**config.mk**
```make
export PLATFORM = sky130hd
export DESIGN_NAME = positional_list_engine
export DESIGN_NICKNAME = d
export VERILOG_FILES = /design/src/rtl/core/plen_pkg.sv /design/src/rtl/core/plen_cell.sv /design/src/rtl/core/positional_list_engine.sv
export VERILOG_INCLUDE_DIRS = /design/src /design/src/rtl/core
export SDC_FILE = /design/constraint.sdc
export NUM_CORES = 1
export LEC_CHECK = 0
export ABC_AREA = 1
export BUFFER_PORTS_ARGS = -buffer_cell sky130_fd_sc_hd__buf_2
export CAP_MARGIN = 20
export CORE_MARGIN = 5
export CORE_UTILIZATION = 45
export CTS_CLUSTER_DIAMETER = 120
export DETAILED_ROUTE_END_ITERATION = 10
export PLACE_DENSITY = 0.63
export REMOVE_ABC_BUFFERS = 1
export SLEW_MARGIN = 40
export SYNTH_ARGS = -nofsm -noshare
export SYNTH_HDL_FRONTEND = slang
export SYNTH_SLANG_ARGS = --single-unit
```
**constraint.sdc**
```tcl
create_clock -name clk_i -period 12.7 [get_ports clk_i]
set_clock_uncertainty 0.05 [all_clocks]
set_input_delay 2.54 -clock clk_i [delete_from_list [all_inputs] [get_ports clk_i]]
set_output_delay 2.54 -clock clk_i [all_outputs]
set_load 0.05 [all_outputs]
```
**src/rtl/core/assert_macros.svh**
```systemverilog
// concurrent assertion helpers, sampled on clk_i with reset rst_ni
`ifndef ASSERT_MACROS_SVH
`define ASSERT_MACROS_SVH

`ifndef SYNTHESIS
`define PLEN_ASSERT(lbl, prop, msg) \
  lbl: assert property (@(posedge clk_i) disable iff (!rst_ni) (prop)) else $error(msg);
`define PLEN_ASSERT_NEXT(lbl, ante, cons, msg) \
  lbl: assert property (@(posedge clk_i) disable iff (!rst_ni) (ante) |=> (cons)) \
    else $error(msg);
`else
`define PLEN_ASSERT(lbl, prop, msg)
`define PLEN_ASSERT_NEXT(lbl, ante, cons, msg)
`endif

`endif

```
**src/rtl/core/plen_pkg.sv**
```systemverilog
package plen_pkg;

  localparam int unsigned DefDepth     = 16;
  localparam int unsigned DefDataWidth = 32;

  typedef enum logic [1:0] {
    CmdInsert = 2'd0,
    CmdDelete = 2'd1,
    CmdRead   = 2'd2,
    CmdNop    = 2'd3
  } cmd_e;

  typedef enum logic [1:0] {
    StatusOk     = 2'd0,
    StatusFull   = 2'd1,
    StatusAbsent = 2'd2
  } status_e;

  // per-beat control broadcast to every cell
  typedef struct packed {
    logic ins;
    logic del;
    logic rd;
  } ctrl_t;

endpackage

```
**src/rtl/core/plen_cell.sv**
```systemverilog
module plen_cell #(
  parameter int unsigned IDX        = 0,
  parameter int unsigned IDX_W      = 4,
  parameter int unsigned DATA_WIDTH = plen_pkg::DefDataWidth
) (
  input  logic                         clk_i,
  input  plen_pkg::ctrl_t              ctrl_i,
  input  logic [IDX_W-1:0]             slot_i,
  input  logic signed [DATA_WIDTH-1:0] value_i,
  input  logic signed [DATA_WIDTH-1:0] left_i,
  input  logic signed [DATA_WIDTH-1:0] right_i,
  output logic signed [DATA_WIDTH-1:0] data_o,
  output logic signed [DATA_WIDTH-1:0] read_o
);

  logic signed [DATA_WIDTH-1:0] data_q, data_d;
  logic                         hit, above;

  assign hit   = (slot_i == IDX_W'(IDX));
  assign above = (IDX_W'(IDX) > slot_i);

  always_comb begin
    data_d = data_q;
    if (ctrl_i.ins) begin
      if (hit) begin
        data_d = value_i;
      end else if (above) begin
        data_d = left_i;
      end
    end else if (ctrl_i.del && (hit || above)) begin
      data_d = right_i;
    end
  end

  always_ff @(posedge clk_i) begin
    data_q <= data_d;
  end

  assign data_o = data_q;
  assign read_o = (ctrl_i.rd && hit) ? data_q : '0;

endmodule

```
**src/rtl/core/positional_list_engine.sv**
```systemverilog
// Ordered list of up to DEPTH signed values held in a row of cells, one entry
// per cell. Each beat carries insert, delete or read at a 1-based position;
// insert and delete shift every cell at or above the slot toward its neighbor
// in the same cycle, so one command completes per clock and a new beat is
// taken every cycle while the result register is free or being drained.
// Every command returns one result beat in the cycle after it is accepted, with
// status (ok, list full, position not present) and the length after the
// command. Insert past the end appends and insert at position zero goes to
// the head. Storage has no reset; only the length counter and out_valid reset.
`include "assert_macros.svh"

module positional_list_engine #(
  parameter int unsigned DEPTH      = plen_pkg::DefDepth,
  parameter int unsigned DATA_WIDTH = plen_pkg::DefDataWidth,
  localparam int unsigned IdxW      = $clog2(DEPTH),
  localparam int unsigned CntW      = $clog2(DEPTH + 1)
) (
  input  logic                         clk_i,
  input  logic                         rst_ni,
  input  logic                         in_valid_i,
  output logic                         in_ready_o,
  input  logic [1:0]                   command_i,
  input  logic [CntW-1:0]              position_i,
  input  logic signed [DATA_WIDTH-1:0] value_i,
  output logic                         out_valid_o,
  input  logic                         out_ready_i,
  output logic signed [DATA_WIDTH-1:0] read_value_o,
  output logic [1:0]                   status_o,
  output logic [CntW-1:0]              length_o
);

  logic [CntW-1:0]              count_q, count_d;
  logic                         out_valid_q;
  logic signed [DATA_WIDTH-1:0] read_value_q;
  plen_pkg::status_e            status_q, status_d;
  logic [CntW-1:0]              length_q;

  logic                         in_fire, full, in_range;
  plen_pkg::cmd_e               cmd;
  plen_pkg::ctrl_t              ctrl;
  logic [CntW:0]                pos_ext, pos_lim, pos_ins;
  logic [CntW:0]                ins_m1;
  logic [CntW-1:0]              acc_m1;
  logic [IdxW-1:0]              slot;
  logic signed [DATA_WIDTH-1:0] data_w [DEPTH];
  logic signed [DATA_WIDTH-1:0] read_w [DEPTH];
  logic signed [DATA_WIDTH-1:0] read_any;

  assign in_ready_o = !out_valid_q || out_ready_i;
  assign in_fire    = in_valid_i && in_ready_o;
  assign cmd        = plen_pkg::cmd_e'(command_i);
  assign full       = (count_q == CntW'(DEPTH));
  assign in_range   = (position_i != '0) && (position_i <= count_q);

  // insert slot: clamp to head and to one past the tail
  always_comb begin
    pos_ext = {1'b0, position_i};
    pos_lim = {1'b0, count_q} + (CntW + 1)'(1);
    if (position_i == '0) begin
      pos_ins = (CntW + 1)'(1);
    end else if (pos_ext > pos_lim) begin
      pos_ins = pos_lim;
    end else begin
      pos_ins = pos_ext;
    end
    ins_m1 = pos_ins - (CntW + 1)'(1);
    acc_m1 = position_i - CntW'(1);
    slot   = (cmd == plen_pkg::CmdInsert) ? ins_m1[IdxW-1:0] : acc_m1[IdxW-1:0];
  end

  always_comb begin
    ctrl.ins = in_fire && (cmd == plen_pkg::CmdInsert) && !full;
    ctrl.del = in_fire && (cmd == plen_pkg::CmdDelete) && in_range;
    ctrl.rd  = (cmd == plen_pkg::CmdRead) && in_range;
  end

  always_comb begin
    status_d = plen_pkg::StatusOk;
    unique case (cmd) inside
      plen_pkg::CmdInsert: if (full) status_d = plen_pkg::StatusFull;
      plen_pkg::CmdDelete,
      plen_pkg::CmdRead:   if (!in_range) status_d = plen_pkg::StatusAbsent;
      default:             status_d = plen_pkg::StatusOk;
    endcase
  end

  always_comb begin
    count_d = count_q;
    if (ctrl.ins) begin
      count_d = count_q + CntW'(1);
    end else if (ctrl.del) begin
      count_d = count_q - CntW'(1);
    end
  end

  for (genvar g = 0; g < DEPTH; g++) begin : g_cell
    logic signed [DATA_WIDTH-1:0] left_w, right_w;
    if (g == 0) begin : g_head
      assign left_w = value_i;
    end else begin : g_mid
      assign left_w = data_w[g-1];
    end
    if (g == DEPTH - 1) begin : g_tail
      assign right_w = data_w[g];
    end else begin : g_body
      assign right_w = data_w[g+1];
    end

    plen_cell #(
      .IDX        (g),
      .IDX_W      (IdxW),
      .DATA_WIDTH (DATA_WIDTH)
    ) u_cell (
      .clk_i   (clk_i),
      .ctrl_i  (ctrl),
      .slot_i  (slot),
      .value_i (value_i),
      .left_i  (left_w),
      .right_i (right_w),
      .data_o  (data_w[g]),
      .read_o  (read_w[g])
    );
  end

  always_comb begin
    read_any = '0;
    for (int k = 0; k < DEPTH; k++) begin
      read_any = read_any | read_w[k];
    end
  end

  always_ff @(posedge clk_i or negedge rst_ni) begin
    if (!rst_ni) begin
      count_q     <= '0;
      out_valid_q <= 1'b0;
    end else begin
      count_q <= count_d;
      if (in_fire) begin
        out_valid_q <= 1'b1;
      end else if (out_ready_i) begin
        out_valid_q <= 1'b0;
      end
    end
  end

  always_ff @(posedge clk_i) begin
    if (in_fire) begin
      read_value_q <= read_any;
      status_q     <= status_d;
      length_q     <= count_d;
    end
  end

  assign out_valid_o  = out_valid_q;
  assign read_value_o = read_value_q;
  assign status_o     = status_q;
  assign length_o     = length_q;

  `PLEN_ASSERT(a_count_bound, count_q <= CntW'(DEPTH), "length beyond depth")
  `PLEN_ASSERT_NEXT(a_ins_grows, ctrl.ins, count_q == $past(count_q) + CntW'(1),
                    "insert did not grow the list")
  `PLEN_ASSERT_NEXT(a_idle_holds, !in_fire, $stable(count_q),
                    "length moved without a beat")
  `PLEN_ASSERT(a_full_len, !(out_valid_q && status_q == plen_pkg::StatusFull) ||
               (length_q == CntW'(DEPTH)), "full status with spare room")
  `PLEN_ASSERT(a_read_ok, !(out_valid_q && read_value_q != '0) ||
               (status_q == plen_pkg::StatusOk), "data returned on failed command")

endmodule

```
==> impl_metrics.toml, run 1 <==
[setup_path]
cp-start-kind = "input pin"
worstSetupEndpointType = "register"
required_ns = 12.88
path_max_fanout = 33
crit_arrival_ns = 6.97
critPathKind = "input pin to register"

[timing]
fin_hold_ws_ns = 0.4818
max-slew-margin-rel = 0.4159
period_needed_ns = 6.795
rsz0062_at_grt = "no"
finalCritPeriodShare = 0.5351
slew_violations = 0
tightest_slew_ns = 0.8762
fmax_mhz = 147.2
finalWorstSetupSlack_ns = 5.905
setup_violations = 0
hold_viol = 0

[synthesis]
synth_seq_cells = 557
synth-simple-area-share = 0.1479
synth.area.top_cells = "edfxtp_1 (51%), o21ai_0 (11%), nor2_1 (9.8%)"
netlist_area_sq_um = 32470
synth_ff_type = "edfxtp_1"
synthTopCellsByCount = "nor2_1 (845), o21ai_0 (693), inv_1 (574)"
yosysTopAreaCell = "edfxtp_1"
synth_compound_area_frac = 0.2212
synth_fa_ha_area_frac = 0.007321
synthArstFlopShare = 0.01077
synth_edf_count = 551
synth_cell_types = 36
ys_warn_count = 0
synth.avg_cell_area_sq_um = 7.991
yosys.area.top_type_share = 0.5095
synth_cells = 4064
post-synth-top-count-cell = "nor2_1"
synthMuxAreaShare = 0
ys_seq_area_frac = 0.5141
synthXorXnorAreaFrac = 0.001349
synth_top_family_by_area = "compound AO/OA/AOI/OAI gates"

[cells_and_area]
antennaDiodeCount = 0
area_growth_pct = 9.397
fin_nets = 4047
stdcell_area_sq_um = 35530
drive_above_1_share = 0.07423

[clock_network]
htreeDepth = 3
cts_resized = 0
cts_buffers = 66
hold_buffers = 0
post_cts_buffers = 0
clkTransAtPathRegs_ns = 0.06
cts.path.max_buffers = 3
cts_tree = "built"
root_buffer = "clkbuf_16"
clkSinkCount = 557
insertion_delay_ns = 0.62

[placement]
place_hpwl_microns = 58180
placed_cell_area_sq_um = 33430
globalplace.congestion = 0.8292
portBuffers = 83
pre_cts_slack_ns = 5.382

[global_routing]
antenna_found_initial = 2
grt_pass1_vias = 25900
grt_pass1_wl_microns = 157800
grt-ovfl-total = 0
grt_max_degree = 193
grt_usage = 0.2603

[floorplanning]
fp.dieW_microns = 278.6
coreArea_sq_um = 71490
start_util = 0.4543
die_h_microns = 278.6
dieArea_sq_um = 77630
ios = 84
rows = 98

[outcome]
status = "finished clean"

[detailed_routing]
dr.pass1.iters = 6
drc = 0
drtIter0Drc = 3437
drtAntennaViolNets = 0
via_per_inst = 5.616
routed_wirelength_microns = 104600
wl_per_cell_microns = 21.02
dr_total_vias = 27960

[power_and_ir_drop]
powerDensity_nw_per_um2 = 155.4
p_leak_nw = 14.97
ir_drop_mv = 0.1170

[worst_hold_path]
hp-class = "register to register"

[run]
maxCapViolations = 0
## layout by cell type (no fill, tap or decap), types with 4 or more instances in the layout
| master | Yosys | layout |
|---|---|---|
| nand3_4 | 5 | 6 |
| o21ai_0 | 693 | 692 |
| nand2_1 | 268 | 262 |
| nand2_2 | 9 | 15 |
| nand3_2 | 5 | 6 |
| nor2_4 | 3 | 8 |
| inv_2 | 6 | 8 |
| clkinv_1 | 0 | 13 |
| xor2_1 | 4 | 4 |
| ha_1 | 19 | 19 |
| edfxtp_1 | 551 | 551 |
| clkbuf_16 | 0 | 68 |
| buf_4 | 11 | 41 |
| buf_2 | 82 | 83 |
| buf_12 | 0 | 8 |
| o21ai_1 | 274 | 274 |
| clkinv_2 | 0 | 9 |
| a21oi_1 | 456 | 454 |
| buf_16 | 0 | 4 |
| nand4_1 | 9 | 9 |
| clkbuf_1 | 156 | 13 |
| nand4_2 | 11 | 11 |
| nand3_1 | 16 | 14 |
| nor2_1 | 845 | 840 |
| inv_1 | 574 | 571 |
| dfrtp_1 | 6 | 6 |
| buf_6 | 13 | 5 |
## layout make-up
cell class                      instances  area, sq um
Fill cell                            6884        35960
Clock inverter                         30        229.0
Tap cell                              950         1189
Sequential cell                       557        16700
Inverter                              580         2185
Timing Repair Buffer                  141         1050
Clock buffer                           81         1750
Multi-Input combinational cell       2639        12430
## stage by stage
step                instances  power [mW]  utilization   TNS, ns
detailed placement       4863       3.720       0.4676         0
floorplan                3776       3.278            -  -8336.03
finish                   4978       5.521       0.4970         0
global placement         4856       3.692       0.4654         0
CTS                      4974       5.522       0.4953         0
global route             4978       5.759       0.4970         0
## state kept, by name (all words and copies together), names as in the netlist
name and cells:
status_o 2, read_value_o 32, g_cell.u_cell.data_o 512, count_q 5, out_valid_o 1, length_o 5
## critical path: stages
cell     delay [ns]
buf_2          0.14
ha_1           0.29
nand3_1        0.08
nor2_2         0.14
nand2_1        0.08
nand3_2        0.13
nand2_2        0.08
nand2_1        0.06
nand3_1        0.07
nand2_2        0.39
nand3_2        0.15
nand2_1        0.08
nand2_1        0.45
nor2_4         0.21
buf_4          0.58
inv_1          0.47
nand2_2        0.42
buf_4          0.56
## layer usage
layer	vias to the layer above	GRT usage	share of wire
met2	1276	0.4123	0.45
met5	-	0.009768	0.0011
li1	13410	-	-
met4	5	0.09357	0.039
met1	13020	0.3643	0.42
met3	249	0.04181	0.086
## report_power, final
| group | switching [mW] | internal, mW |
|---|---|---|
| clock network | 0.785 | 1.02 |
| logic | 1.04 | 0.293 |
| registers | 0.0674 | 2.32 |
| total | 1.89 | 3.63 |
## cells by family (layout without fill, tap and decap cells)
logic type      count (synthesis)  after routing
flops                         557            557
xor+xnor                        5              5
buf+inv                       868            832
simple gates                 1185           1185
fa+ha+maj                      19             19
compound gates               1430           1430
## worst paths after layout
kind                               start                          end  slack (ns)  depth (start not counted)
max in group asynchronous         rst_ni                   count_q[2]       10.71                          1
hold / removal               out_valid_o                  out_valid_o        0.48                          2
setup / recovery           position_i[2]  g_cell[14].u_cell.data_o[1]        5.90                         18
hold reg to reg              out_valid_o                  out_valid_o        0.48                          2
min in group asynchronous         rst_ni                  out_valid_o        1.71                          1
setup reg to reg              count_q[0]  g_cell[14].u_cell.data_o[1]        6.85                         21
Note: power is estimated with default switching activity, not from simulation.
==> run 2, diff against run 1 <==
Clock period 12.7 ns to 6.9 ns, I/O delays scaled along.
==> impl_metrics.toml, run 2 (same netlist as run 1, synthesis figures left out) <==
[floorplanning]
ios = 84
start_util = 0.4543
dieArea_sq_um = 77630
fp.dieW_microns = 278.6
coreArea_sq_um = 71490
die_h_microns = 278.6
rows = 98

[cells_and_area]
largest_register_ffs = 512
ff_latch_area_sq_um = 16700
fin_nets = 4064
area_growth_pct = 10.09
multi_input_area_sq_um = 12460
layout_commonest_cell = "nor2_1"
drive_above_1_share = 0.07728
n_fill_cell = 6874
layout_common_cells = "nor2_1 (840), o21ai_0 (692), inv_1 (571)"

[setup_path]
cp_common_cell = "nand2_2"
crit_arrival_ns = 5.80
r2r_end = "g_cell[8].u_cell.data_o[2]"
cp_cell_sequence = "ha_1 > nand3_1 > xor2_1 > inv_1 > ha_1 > nand3_1 > nor2_2 > nand3_2 > nand2_2 > nand2_1 > nand3_1 > nand2_2 > ha_1 > inv_1 > nand2_4 > nand2_2 > inv_2 > nor2_2 > nand2_2 > o21ai_4 > buf_12"
r2r_slack_ns = 1.34
slowest_stage = "o21ai_4"
cp-start-kind = "register"
crit_path_max_incr_delay_ns = 0.60
ff2ff_path_depth = 21
path_max_fanout = 30
required_ns = 7.14
worstSetupEndpointType = "register"
critPathKind = "register to register"
r2r_start = "count_q[0]"

[detailed_routing]
wl_per_cell_microns = 21.32
via_per_inst = 5.686
routed_wirelength_microns = 106700
drtAntennaViolNets = 0
drc = 0
dr_total_vias = 28440
drtIter0Drc = 3466
dr.pass1.iters = 6

[clock_network]
insertion_delay_ns = 0.61
post_cts_buffers = 0
cts_tree = "built"
clkSinkCount = 557
root_buffer = "clkbuf_16"
clkTransAtPathRegs_ns = 0.06
htreeDepth = 3
hold_buffers = 0
cts_buffers = 66
cts_resized = 0
cts.path.max_buffers = 3

[placement]
globalplace.congestion = 0.8601
portBuffers = 83
place_hpwl_microns = 63270
pre_cts_slack_ns = 1.042

[worst_hold_path]
hp-class = "register to register"
worstHoldPathCells = 2
hp-start = "out_valid_o"
hold-path-endpoint = "out_valid_o"

[global_routing]
grt_pass1_vias = 26330
antenna_found_initial = 2
grt_usage = 0.2644
grt-ovfl-total = 0
grt_max_degree = 175
grt_pass1_wl_microns = 160800

[timing]
slew_violations = 0
hold_viol = 0
finalCritPeriodShare = 0.8057
fmax_mhz = 179.9
max-slew-margin-rel = 0.3846
tightest_slew_ns = 0.9210
rsz0062_at_grt = "no"
tns_ns = 0
setup_violations = 0
period_needed_ns = 5.559
finalWorstSetupSlack_ns = 1.341

[power_and_ir_drop]
ir_drop_mv = 0.2267
p_leak_nw = 15.04
powerDensity_nw_per_um2 = 288.0

[run]
maxCapViolations = 0

[outcome]
status = "finished clean"
[run 2: cell count changes in the layout (fill, tap and decap cells not counted), moves of 3 or more]
cell	before	now
buf_12	8	14
clkinv_1	13	16
nand4_4	0	3
buf_4	41	58
buf_16	4	0
clkbuf_1	13	18
clkinv_2	9	4
nand4_2	11	8
[run 2: area by class of cell]
class                           count  share of cell area
Antenna cell                        2           0.0001400
Clock buffer                       86             0.04949
Clock inverter                     30            0.007560
Inverter                          580             0.06139
Multi-Input combinational cell   2639              0.3486
Sequential cell                   557              0.4670
Tap cell                          950             0.03325
Timing Repair Buffer              158             0.03258
[run 2: stage by stage]
| stage | util | std cells | cell area (sq um) | power [mW] | hold WS (ns) |
|---|---|---|---|---|---|
| finish | 0.5001 | 5002 | 35750 | 10.30 | 0.4799 |
| global route | 0.5001 | 5002 | 35750 | 10.71 | 0.5277 |
| CTS | 0.4995 | 4999 | 35710 | 10.30 | 0.4803 |
| detailed placement | 0.4710 | 4883 | 33670 | 6.886 | 0.4627 |
| global placement | 0.4692 | 4879 | 33540 | 6.821 | 0.4490 |
| floorplan | - | 3776 | 31140 | 6.033 | 0.4751 |
[run 2: metal layers]
layer  global-route usage  wire length, microns
met5                    0                     0
met4              0.09066                  3375
met3              0.03737                 10060
met2               0.4211                 48190
met1               0.3741                 45030
[run 2: worst max-delay path: cells and delay by family, from the launching register on]
family / cells / cell delay, ns
DFF: 1 / 0.48
AOI/OAI and AO/OA: 1 / 0.60
adders and majority gates: 3 / 0.93
buffers and inverters: 4 / 0.75
and+or+nand+nor: 12 / 2.24
xor gates and xnor gates: 1 / 0.15
[run 2: power by group]
| part | switching, mW | internal (mW) | total, mW |
|---|---|---|---|
| Combinational | 1.93 | 0.548 | 2.48 |
| Clock | 1.47 | 1.96 | 3.43 |
| Sequential | 0.125 | 4.27 | 4.39 |
[run 2: how the worst max path moves through the flow]
stage | start | slack (ns) | cells past startpoint | end
2_1_floorplan | out_ready_i | -16.22 | 6 | g_cell[15].u_cell.data_o[0]
3_3_place_gp | position_i[4] | 1.22 | 18 | g_cell[8].u_cell.data_o[1]
3_5_place_dp | position_i[4] | 1.04 | 18 | g_cell[8].u_cell.data_o[1]
4_1_cts | count_q[0] | 1.43 | 21 | g_cell[8].u_cell.data_o[2]
5_1_grt | count_q[0] | 0.92 | 21 | g_cell[8].u_cell.data_o[2]
6_report | count_q[0] | 1.34 | 21 | g_cell[8].u_cell.data_o[2]
